## src/rtl/pif_pkg.sv

```systemverilog
// pif_pkg: shared constants, codes and types of the packet-to-flit injector.
// Depends on nothing; every rtl file refers to it by scoped names.
package pif_pkg;

	localparam int NUM_VC     = 4;
	localparam int MAX_WPF    = 8;
	localparam int MAX_FLITS  = 64;

	localparam int WORD_W     = 64;
	localparam int ID_W       = 32;
	localparam int CH_W       = 2;
	localparam int SLOT_W     = 3;
	localparam int KIND_W     = 2;
	localparam int STAT_W     = 2;
	localparam int CNT_W      = 7;
	localparam int WPF_W      = 4;
	localparam int ACT_W      = 3;
	localparam int FIDX_W     = 6;
	localparam int CFG_IDX_W  = 8;
	localparam int CFG_DATA_W = 8;

	localparam logic [KIND_W-1:0] KIND_HEAD   = 2'd0;
	localparam logic [KIND_W-1:0] KIND_MIDDLE = 2'd1;
	localparam logic [KIND_W-1:0] KIND_TAIL   = 2'd2;
	localparam logic [KIND_W-1:0] KIND_ATOM   = 2'd3;

	localparam logic [STAT_W-1:0] STAT_OK    = 2'd0;
	localparam logic [STAT_W-1:0] STAT_STALL = 2'd1;
	localparam logic [STAT_W-1:0] STAT_DROP  = 2'd2;

	localparam logic [CFG_IDX_W-1:0] REG_VC_MODE         = 8'd0;
	localparam logic [CFG_IDX_W-1:0] REG_FIXED_CHANNEL   = 8'd1;
	localparam logic [CFG_IDX_W-1:0] REG_ACTIVE_CHANNELS = 8'd2;
	localparam logic [CFG_IDX_W-1:0] REG_WORDS_PER_FLIT  = 8'd3;

	typedef struct packed {
		logic              vc_mode;
		logic [CH_W-1:0]   fixed_channel;
		logic [ACT_W-1:0]  active_channels;
		logic [WPF_W-1:0]  words_per_flit;
	} cfg_t;

	// One classified input beat: expands into 'beats' result beats.
	typedef struct packed {
		logic [WORD_W-1:0] word;
		logic [KIND_W-1:0] kind;
		logic [ID_W-1:0]   number;
		logic [CH_W-1:0]   channel;
		logic [SLOT_W-1:0] slot;
		logic [STAT_W-1:0] status;
		logic [WPF_W-1:0]  beats;
	} cmd_t;

endpackage

```

## src/rtl/pif_front.sv

```systemverilog
// pif_front: packet sequencing, VC choice and classification of input beats.
// Depends on pif_pkg; produces one pif_pkg::cmd_t per accepted beat.
module pif_front (
	input  logic                           clk,
	input  logic                           arst_n,
	input  pif_pkg::cfg_t                  cfg,
	input  logic                           accept,
	input  logic [pif_pkg::WORD_W-1:0]     data_word,
	input  logic                           first_word,
	input  logic [pif_pkg::CNT_W-1:0]      flit_count,
	input  logic [pif_pkg::ID_W-1:0]       start_flit_id,
	input  logic [pif_pkg::NUM_VC-1:0]     full_mask,
	output pif_pkg::cmd_t                  cmd
);

	logic                          in_packet_q;
	logic [pif_pkg::FIDX_W-1:0]    flit_index_q;
	logic [pif_pkg::SLOT_W-1:0]    word_index_q;
	logic [pif_pkg::CNT_W-1:0]     total_flits_q;
	logic [pif_pkg::ID_W-1:0]      base_id_q;
	logic [pif_pkg::CH_W-1:0]      cur_ch_q;
	logic [pif_pkg::CH_W-1:0]      last_ch_q;

	logic                          in_packet_d;
	logic [pif_pkg::FIDX_W-1:0]    flit_index_d;
	logic [pif_pkg::SLOT_W-1:0]    word_index_d;
	logic [pif_pkg::CNT_W-1:0]     total_flits_d;
	logic [pif_pkg::ID_W-1:0]      base_id_d;
	logic [pif_pkg::CH_W-1:0]      cur_ch_d;
	logic [pif_pkg::CH_W-1:0]      last_ch_d;

	logic [pif_pkg::WPF_W-1:0]     wpf;
	logic [pif_pkg::CNT_W-1:0]     count_eff;
	logic [pif_pkg::ACT_W-1:0]     n_act;
	logic                          found_rr;
	logic [pif_pkg::CH_W-1:0]      ch_rr;
	logic [pif_pkg::ACT_W-1:0]     cand_sum;
	logic [pif_pkg::CH_W-1:0]      cand;
	logic                          found;
	logic [pif_pkg::CH_W-1:0]      ch_sel;
	logic [pif_pkg::WPF_W-1:0]     word_next;
	logic [pif_pkg::CNT_W-1:0]     flit_next;

	// Reduce a small sum modulo the active VC count (1 to 4).
	function automatic logic [pif_pkg::CH_W-1:0] mod_n(
		input logic [pif_pkg::ACT_W-1:0] s,
		input logic [pif_pkg::ACT_W-1:0] n
	);
		logic [pif_pkg::CH_W-1:0] r;
		case (n)
			3'd1: r = 2'd0;
			3'd2: r = {1'b0, s[0]};
			3'd3: begin
				case (s)
					3'd0, 3'd3, 3'd6: r = 2'd0;
					3'd1, 3'd4, 3'd7: r = 2'd1;
					default:          r = 2'd2;
				endcase
			end
			default: r = s[1:0];
		endcase
		return r;
	endfunction

	always_comb begin
		if (cfg.words_per_flit == '0)
			wpf = 4'd1;
		else if (cfg.words_per_flit > 4'(pif_pkg::MAX_WPF))
			wpf = 4'(pif_pkg::MAX_WPF);
		else
			wpf = cfg.words_per_flit;

		if (flit_count == '0)
			count_eff = 7'd1;
		else if (flit_count > 7'(pif_pkg::MAX_FLITS))
			count_eff = 7'(pif_pkg::MAX_FLITS);
		else
			count_eff = flit_count;

		if (cfg.active_channels == '0)
			n_act = 3'd1;
		else if (cfg.active_channels > 3'(pif_pkg::NUM_VC))
			n_act = 3'(pif_pkg::NUM_VC);
		else
			n_act = cfg.active_channels;
	end

	// Round-robin search, starting after the last VC used.
	always_comb begin
		found_rr = 1'b0;
		ch_rr    = '0;
		cand_sum = '0;
		cand     = '0;
		for (int k = 0; k < pif_pkg::NUM_VC; k++) begin
			cand_sum = {1'b0, last_ch_q} + 3'(k) + 3'd1;
			cand     = mod_n(cand_sum, n_act);
			if ((3'(k) < n_act) && !found_rr && !full_mask[cand]) begin
				found_rr = 1'b1;
				ch_rr    = cand;
			end
		end
	end

	always_comb begin
		ch_sel    = cfg.vc_mode ? ch_rr : cfg.fixed_channel;
		found     = cfg.vc_mode ? found_rr : !full_mask[cfg.fixed_channel];
		word_next = {1'b0, word_index_q} + 4'd1;
		flit_next = {1'b0, flit_index_q} + 7'd1;

		in_packet_d   = in_packet_q;
		flit_index_d  = flit_index_q;
		word_index_d  = word_index_q;
		total_flits_d = total_flits_q;
		base_id_d     = base_id_q;
		cur_ch_d      = cur_ch_q;
		last_ch_d     = last_ch_q;

		cmd        = '0;
		cmd.beats  = 4'd1;
		cmd.status = pif_pkg::STAT_DROP;

		if (!in_packet_q) begin
			if (first_word) begin
				if (!found) begin
					cmd.status = pif_pkg::STAT_STALL;
				end else begin
					cmd.word    = data_word;
					cmd.kind    = (count_eff == 7'd1) ? pif_pkg::KIND_ATOM
					                                   : pif_pkg::KIND_HEAD;
					cmd.number  = start_flit_id;
					cmd.channel = ch_sel;
					cmd.status  = pif_pkg::STAT_OK;
					cmd.beats   = wpf;
					if (cfg.vc_mode)
						last_ch_d = ch_rr;
					cur_ch_d      = ch_sel;
					base_id_d     = start_flit_id;
					total_flits_d = count_eff;
					word_index_d  = '0;
					in_packet_d   = (count_eff > 7'd1);
					flit_index_d  = (count_eff > 7'd1) ? 6'd1 : 6'd0;
				end
			end
		end else if (!first_word) begin
			if (word_index_q == '0 && full_mask[cur_ch_q]) begin
				cmd.status = pif_pkg::STAT_STALL;
			end else begin
				cmd.word    = data_word;
				cmd.kind    = (flit_next >= total_flits_q) ? pif_pkg::KIND_TAIL
				                                          : pif_pkg::KIND_MIDDLE;
				cmd.number  = base_id_q + 32'(flit_index_q);
				cmd.channel = cur_ch_q;
				cmd.slot    = word_index_q;
				cmd.status  = pif_pkg::STAT_OK;
				if (word_next >= wpf) begin
					word_index_d = '0;
					if (flit_next >= total_flits_q) begin
						in_packet_d  = 1'b0;
						flit_index_d = '0;
					end else begin
						flit_index_d = flit_next[pif_pkg::FIDX_W-1:0];
					end
				end else begin
					word_index_d = word_next[pif_pkg::SLOT_W-1:0];
				end
			end
		end
	end

	always_ff @(posedge clk or negedge arst_n) begin
		if (!arst_n) begin
			in_packet_q   <= 1'b0;
			flit_index_q  <= '0;
			word_index_q  <= '0;
			total_flits_q <= '0;
			base_id_q     <= '0;
			cur_ch_q      <= '0;
			last_ch_q     <= '0;
		end else if (accept) begin
			in_packet_q   <= in_packet_d;
			flit_index_q  <= flit_index_d;
			word_index_q  <= word_index_d;
			total_flits_q <= total_flits_d;
			base_id_q     <= base_id_d;
			cur_ch_q      <= cur_ch_d;
			last_ch_q     <= last_ch_d;
		end
	end

endmodule

```

## src/rtl/pif_queue.sv

```systemverilog
// pif_queue: short command queue between the front and back halves.
// Depends on pif_pkg for the cmd_t entry type.
module pif_queue #(
	parameter int DEPTH = 4
) (
	input  logic           clk,
	input  logic           arst_n,
	input  logic           wr_en,
	input  pif_pkg::cmd_t  wr_data,
	output logic           full,
	input  logic           rd_en,
	output pif_pkg::cmd_t  rd_data,
	output logic           empty
);

	localparam int PTR_W = (DEPTH > 1) ? $clog2(DEPTH) : 1;
	localparam int LVL_W = $clog2(DEPTH + 1);

	pif_pkg::cmd_t     entry_q [DEPTH];
	logic [PTR_W-1:0]  wr_ptr_q;
	logic [PTR_W-1:0]  rd_ptr_q;
	logic [LVL_W-1:0]  level_q;
	logic              do_wr;
	logic              do_rd;

	assign full    = (level_q == LVL_W'(DEPTH));
	assign empty   = (level_q == '0);
	assign do_wr   = wr_en && !full;
	assign do_rd   = rd_en && !empty;
	assign rd_data = entry_q[rd_ptr_q];

	always_ff @(posedge clk) begin
		if (do_wr)
			entry_q[wr_ptr_q] <= wr_data;
	end

	always_ff @(posedge clk or negedge arst_n) begin
		if (!arst_n) begin
			wr_ptr_q <= '0;
			rd_ptr_q <= '0;
			level_q  <= '0;
		end else begin
			if (do_wr)
				wr_ptr_q <= (wr_ptr_q == PTR_W'(DEPTH - 1)) ? '0 : wr_ptr_q + 1'b1;
			if (do_rd)
				rd_ptr_q <= (rd_ptr_q == PTR_W'(DEPTH - 1)) ? '0 : rd_ptr_q + 1'b1;
			if (do_wr && !do_rd)
				level_q <= level_q + 1'b1;
			else if (do_rd && !do_wr)
				level_q <= level_q - 1'b1;
		end
	end

endmodule

```

## src/rtl/pif_back.sv

```systemverilog
// pif_back: expands queued commands into result beats on a registered output.
// Depends on pif_pkg; reads commands from pif_queue.
module pif_back (
	input  logic                         clk,
	input  logic                         arst_n,
	input  pif_pkg::cmd_t                q_data,
	input  logic                         q_empty,
	output logic                         q_rd,
	input  logic                         pop,
	output logic                         empty,
	output logic [pif_pkg::WORD_W-1:0]   flit_word,
	output logic [pif_pkg::KIND_W-1:0]   flit_kind,
	output logic [pif_pkg::ID_W-1:0]     flit_number,
	output logic [pif_pkg::CH_W-1:0]     channel,
	output logic [pif_pkg::SLOT_W-1:0]   word_slot,
	output logic [pif_pkg::STAT_W-1:0]   status,
	output logic                         last_of_run
);

	pif_pkg::cmd_t                 cur_q;
	logic                          valid_q;
	logic [pif_pkg::SLOT_W-1:0]    beat_q;
	logic                          is_last;
	logic                          done;

	assign is_last = ({1'b0, beat_q} + 4'd1) == cur_q.beats;
	assign done    = pop && valid_q && is_last;
	assign q_rd    = !q_empty && (!valid_q || done);

	assign empty       = !valid_q;
	assign flit_word   = (beat_q == '0) ? cur_q.word : '0;
	assign flit_kind   = cur_q.kind;
	assign flit_number = cur_q.number;
	assign channel     = cur_q.channel;
	assign word_slot   = cur_q.slot + beat_q;
	assign status      = cur_q.status;
	assign last_of_run = is_last;

	always_ff @(posedge clk) begin
		if (q_rd)
			cur_q <= q_data;
	end

	always_ff @(posedge clk or negedge arst_n) begin
		if (!arst_n) begin
			valid_q <= 1'b0;
			beat_q  <= '0;
		end else if (q_rd) begin
			valid_q <= 1'b1;
			beat_q  <= '0;
		end else if (done) begin
			valid_q <= 1'b0;
			beat_q  <= '0;
		end else if (pop && valid_q) begin
			beat_q <= beat_q + 1'b1;
		end
	end

endmodule

```

## src/rtl/packet_to_flit_injector.sv

```systemverilog
// packet_to_flit_injector: top level; holds the configuration registers and
// joins pif_front, pif_queue and pif_back. Depends on pif_pkg.
//
//  channel   | handshake             | beat carries
//  ----------+-----------------------+--------------------------------------------
//  input     | push / full           | data_word, first_word, flit_count,
//            |                       | start_flit_id, full_mask
//  result    | empty / pop           | flit_word, flit_kind, flit_number, channel,
//            |                       | word_slot, status, last_of_run
//  config    | cfg_valid / cfg_ready | cfg_index, cfg_data
//
// Cycles: one input beat per cycle while full is low; its command is written into the
// queue and then loaded into the output register. A head or atom flit yields words_per_flit
// result beats, one per pop; any other input beat yields one, so result beats set the rate.
// Result-side stalls back up into the QUEUE_DEPTH-entry command queue; full rises
// once it holds that many commands behind the output register.
// Reset clears packet state, queue and output register; config returns to reset values.
module packet_to_flit_injector #(
	parameter int QUEUE_DEPTH = 4
) (
	input  logic                              clk,
	input  logic                              arst_n,

	input  logic                              push,
	output logic                              full,
	input  logic [pif_pkg::WORD_W-1:0]        data_word,
	input  logic                              first_word,
	input  logic [pif_pkg::CNT_W-1:0]         flit_count,
	input  logic [pif_pkg::ID_W-1:0]          start_flit_id,
	input  logic [pif_pkg::NUM_VC-1:0]        full_mask,

	output logic                              empty,
	input  logic                              pop,
	output logic [pif_pkg::WORD_W-1:0]        flit_word,
	output logic [pif_pkg::KIND_W-1:0]        flit_kind,
	output logic [pif_pkg::ID_W-1:0]          flit_number,
	output logic [pif_pkg::CH_W-1:0]          channel,
	output logic [pif_pkg::SLOT_W-1:0]        word_slot,
	output logic [pif_pkg::STAT_W-1:0]        status,
	output logic                              last_of_run,

	input  logic                              cfg_valid,
	output logic                              cfg_ready,
	input  logic [pif_pkg::CFG_IDX_W-1:0]     cfg_index,
	input  logic [pif_pkg::CFG_DATA_W-1:0]    cfg_data
);

	pif_pkg::cfg_t  cfg_q;
	pif_pkg::cmd_t  cmd_in;
	pif_pkg::cmd_t  cmd_out;
	logic           q_full;
	logic           q_empty;
	logic           q_rd;
	logic           in_accept;

	// Accept writes every cycle; writes to unknown indexes are dropped.
	assign cfg_ready = 1'b1;

	always_ff @(posedge clk or negedge arst_n) begin
		if (!arst_n) begin
			cfg_q.vc_mode         <= 1'b0;
			cfg_q.fixed_channel   <= '0;
			cfg_q.active_channels <= 3'd4;
			cfg_q.words_per_flit  <= 4'd1;
		end else if (cfg_valid && cfg_ready) begin
			unique case (cfg_index)
				pif_pkg::REG_VC_MODE:
					cfg_q.vc_mode <= cfg_data[0];
				pif_pkg::REG_FIXED_CHANNEL:
					cfg_q.fixed_channel <= cfg_data[pif_pkg::CH_W-1:0];
				pif_pkg::REG_ACTIVE_CHANNELS:
					cfg_q.active_channels <= cfg_data[pif_pkg::ACT_W-1:0];
				pif_pkg::REG_WORDS_PER_FLIT:
					cfg_q.words_per_flit <= cfg_data[pif_pkg::WPF_W-1:0];
				default: ;
			endcase
		end
	end

	// Hold the input side off only when the command queue is full.
	assign full      = q_full;
	assign in_accept = push && !q_full;

	pif_front u_front (
		.clk           (clk),
		.arst_n        (arst_n),
		.cfg           (cfg_q),
		.accept        (in_accept),
		.data_word     (data_word),
		.first_word    (first_word),
		.flit_count    (flit_count),
		.start_flit_id (start_flit_id),
		.full_mask     (full_mask),
		.cmd           (cmd_in)
	);

	pif_queue #(
		.DEPTH (QUEUE_DEPTH)
	) u_queue (
		.clk     (clk),
		.arst_n  (arst_n),
		.wr_en   (in_accept),
		.wr_data (cmd_in),
		.full    (q_full),
		.rd_en   (q_rd),
		.rd_data (cmd_out),
		.empty   (q_empty)
	);

	// Advance one result beat per pop; load the next command on the last beat or when none is held.
	pif_back u_back (
		.clk         (clk),
		.arst_n      (arst_n),
		.q_data      (cmd_out),
		.q_empty     (q_empty),
		.q_rd        (q_rd),
		.pop         (pop),
		.empty       (empty),
		.flit_word   (flit_word),
		.flit_kind   (flit_kind),
		.flit_number (flit_number),
		.channel     (channel),
		.word_slot   (word_slot),
		.status      (status),
		.last_of_run (last_of_run)
	);

endmodule

```

## config.mk

```make
export PLATFORM = sky130hd
export DESIGN_NAME = packet_to_flit_injector
export DESIGN_NICKNAME = d
export VERILOG_FILES = /design/src/rtl/pif_pkg.sv /design/src/rtl/pif_front.sv /design/src/rtl/pif_queue.sv /design/src/rtl/pif_back.sv /design/src/rtl/packet_to_flit_injector.sv
export SDC_FILE = /design/constraint.sdc
export NUM_CORES = 1
export LEC_CHECK = 0
export BUFFER_PORTS_ARGS = -buffer_cell sky130_fd_sc_hd__buf_2
export CORE_MARGIN = 2
export CORE_UTILIZATION = 55
export CTS_CLUSTER_DIAMETER = 30
export DETAILED_ROUTE_END_ITERATION = 6
export PLACE_DENSITY = 0.86
export SLEW_MARGIN = 20
export SYNTH_ARGS = -nofsm -noshare
export SYNTH_HDL_FRONTEND = slang
export SYNTH_HIERARCHICAL = 1
export SYNTH_SLANG_ARGS = --single-unit
```

## constraint.sdc

```tcl
create_clock -name clk -period 14.1 [get_ports clk]
set_input_delay 2.82 -clock clk [delete_from_list [all_inputs] [get_ports clk]]
set_output_delay 2.82 -clock clk [all_outputs]
set_load 0.05 [all_outputs]
```

==> out/qor.yml <==
p_leak_nw: 11.9
vias: 14587
synthFlopType: "edfxtp_1"
vdd.ir_drop.worst_uv: 155
synthMuxAreaShare_pct: 12.3
worst_pin_slew_ns: 1.08
layout.cells.most_common_list: "edfxtp_1, buf_2, clkbuf_16"
worst_path_max_delay_cell: "buf_4"
ys_warn_count: 6
ctsHoldBuffers: 0
cts.repair.resized: 0
gp_congestion: 0.865
min_period_ns: 5.70
row_count: 79
syn_inst: 1488
synth_compound_area_share_pct: 3.55
pwr-share-seq_pct: 38.6
end_kind: "flop"
die_w_um: 222
clk_pin_slew_worst_paths_ns: 0.05
synth_seq_cells: 619
path_cells: "buf_2 > mux2_4 > a221o_1 > a222oi_1 > a41oi_1 > nor3b_4 > o2111a_4 > o31ai_4 > buf_4 > and3_1"
crit_path_start_kind: "primary input"
clockBufferDepth: 3
worst-path-max-fanout: 64
combPwrFrac_pct: 24.1
synth_seq_area_share_pct: 69.9
grt_pass1_wl_um: 89600
synth_top_family_by_area: "multiplexers"
core_region_area_um2: 46700
drc_errors: 20
ys_types: 82
synth_edf_count: 545
yosys.area_share.simple_pct: 7.65
synth_nets: 1654
failed_checks: "design-rule violations"
wl_per_cell_um: 23.5
ios: 238
h-tree-depth: 3
clock-sinks: 619
via_per_inst: 5.95
post-place-cells: 2239
area_growth_syn_to_layout_pct: 20.4
hold_violations: 0
rsz0062_at_grt: "no"
chipHeight_um: 222
synthXorXnorAreaFrac_pct: 1.41
critPathMaxStageDelay_ns: 0.59
syn_area_per_cell_um2: 17.5
ant_nets: 0
async_reset_ff_share_pct: 12.0
first_pass_iters: 7
fin_ws_ns: 8.40
wl_um: 57600
crit_arrival_ns: 6.17
pre_cts_slack_ns: 7.66
drt_iter0_drc: 1443
path_class: "in -> reg"
max_freq_mhz: 175
dp_hpwl_um: 31900
antenna_found_initial: 3
cts_buffers: 111
fp.dieArea_um2: 49200
final_cells: 2452
cp.required_ns: 14.56
cap_violations: 0
min_from: "u_front/total_flits_q[0]$_DFFE_PN0P_"
tns_ns: 0
finalCritPeriodShare_pct: 40.4
switching_power_w: 0.00227
path_delay_family: "compound AO/OA/AOI/OAI gates"
critical_path.startpoint: "full_mask[3]"
power_density_nw_per_um2: 234
clk_latency_ns: 0.68
hold_class: "reg -> reg"
post-cts-setup-buffers: 0
swShare_pct: 31.0
final_common_cell: "edfxtp_1"
relSlewSlack_pct: 27.6
maxSlewViolCount: 0
portBuffers: 232
netlist_area_um2: 26100
overflow: 0
drive_gt1_share_pct: 32.5
grt_util_all_layers_pct: 23.9
path_buf_inv: 2
final_nets: 1912
grt_pass1_vias: 15634
cts_tree: "yes"
finalSetupViolCount: 0
outcome: "complete, but fails checks"
fin_worst_skew_ns: 0.0586
root_buffer: "clkbuf_16"
p_int_w: 0.00507
grt_max_degree: 75
pwr-share-clk_pct: 37.3
start_util_pct: 55.9
yosys.area_share.adder_pct: 1.86
timing.rr.start: "u_front/last_ch_q[0]$_DFFE_PN0P_"
## cell families after synthesis
logic type	count (synthesis)
flip-flops	619
AND/OR/NAND/NOR	339
multiplexers	175
buffers and inverters	145
AO/OA/AOI/OAI	130
XOR/XNOR	42
adder cells (fa/ha/maj)	37
other	1
## routing by layer
metal  part of all wire, %  global-route usage (%)  up-vias
met3                   7.3                    4.84      130
met5                 0.035                       0        -
met1                    39                    30.4     7397
met4                   2.7                    9.44        4
met2                    51                    40.6      693
li1                      -                       -     6363
## state kept, by name, summed over array words and instances (netlist names)
name                   cells
u_front/flit_index_q       6
u_back/flit_kind           2
u_front/word_index_q       3
u_queue/entry_q          436
u_queue/rd_ptr_q           2
u_back/flit_number        32
u_queue/wr_ptr_q           2
u_back/valid_q             1
u_front/total_flits_q      7
u_front/in_packet_q        1
cfg_q                     10
u_front/cur_ch_q           2
u_front/base_id_q         32
u_back/status              2
u_back/channel             2
u_queue/level_q            3
u_back/cur_q              71
u_front/last_ch_q          2
u_back/beat_q              3
## final timing paths
check,slack [ns],cells past startpoint,to
max,8.40,10,u_queue/entry_q[2][95]$_DFFE_PP_
min,0.52,1,u_front/total_flits_q[0]$_DFFE_PN0P_
max reg2reg,9.70,11,u_queue/entry_q[2][95]$_DFFE_PP_
min reg2reg,0.52,1,u_front/total_flits_q[0]$_DFFE_PN0P_
max in group asynchronous,11.16,2,u_queue/rd_ptr_q[1]$_DFFE_PN0P_
min in group asynchronous,2.31,2,u_front/base_id_q[9]$_DFFE_PN0P_
## final cells by class
type | count | area, µm²
antenna | 1 | 2.50
clock buffer | 131 | 2870
clock inverter | 80 | 1050
fill | 2957 | 15300
inverter | 40 | 150
multi-input combinational | 724 | 7040
sequential | 619 | 18200
tap | 607 | 759
timing repair buffer | 250 | 1300
## power groups by stage
stage	sequential [W]	clock (W)	combinational, W
after floorplan	0.00278	0	0.00140
after global placement	0.00282	0	0.00170
after global routing	0.00287	0.00286	0.00191
after CTS	0.00283	0.00277	0.00178
final	0.00283	0.00274	0.00177
after detailed placement	0.00285	0	0.00176
## per-stage QoR
stage | hold WS, ns | cell area (µm²) | power [W] | utilization [%]
after global routing | 0.531 | 31400 | 0.00764 | 67.3
after detailed placement | 0.501 | 27500 | 0.00461 | 58.9
after global placement | 0.480 | 27500 | 0.00452 | 58.9
final | 0.520 | 31400 | 0.00734 | 67.3
after floorplan | 0.462 | 26100 | 0.00419 | -
after CTS | 0.514 | 31400 | 0.00739 | 67.3
## cells in the mapped netlist (all sizes together), types with 18 or more instances
cell | instances | area [µm²]
inv | 39 | 146
xor2 | 20 | 175
mux4 | 109 | 2450
ha | 34 | 425
nand2 | 57 | 214
nand4 | 26 | 169
buf | 76 | 603
clkbuf | 29 | 110
a21oi | 39 | 195
and2 | 69 | 432
and3 | 77 | 487
nand3 | 18 | 90.1
xnor2 | 22 | 193
nor2 | 27 | 104
edfxtp | 545 | 16400
mux2 | 53 | 631
dfrtp | 72 | 1800
## worst register-to-register path, delay by kind of cell, from the launching register on
| kind | cells | cell delay, ns |
|---|---|---|
| AO/OA/AOI/OAI | 5 | 1.57 |
| buffers and inverters | 2 | 0.75 |
| AND/OR/NAND/NOR | 3 | 0.86 |
| flip-flops | 1 | 0.56 |
| adder cells (fa/ha/maj) | 1 | 0.46 |
No activity file was read; power rests on OpenSTA's default activity.
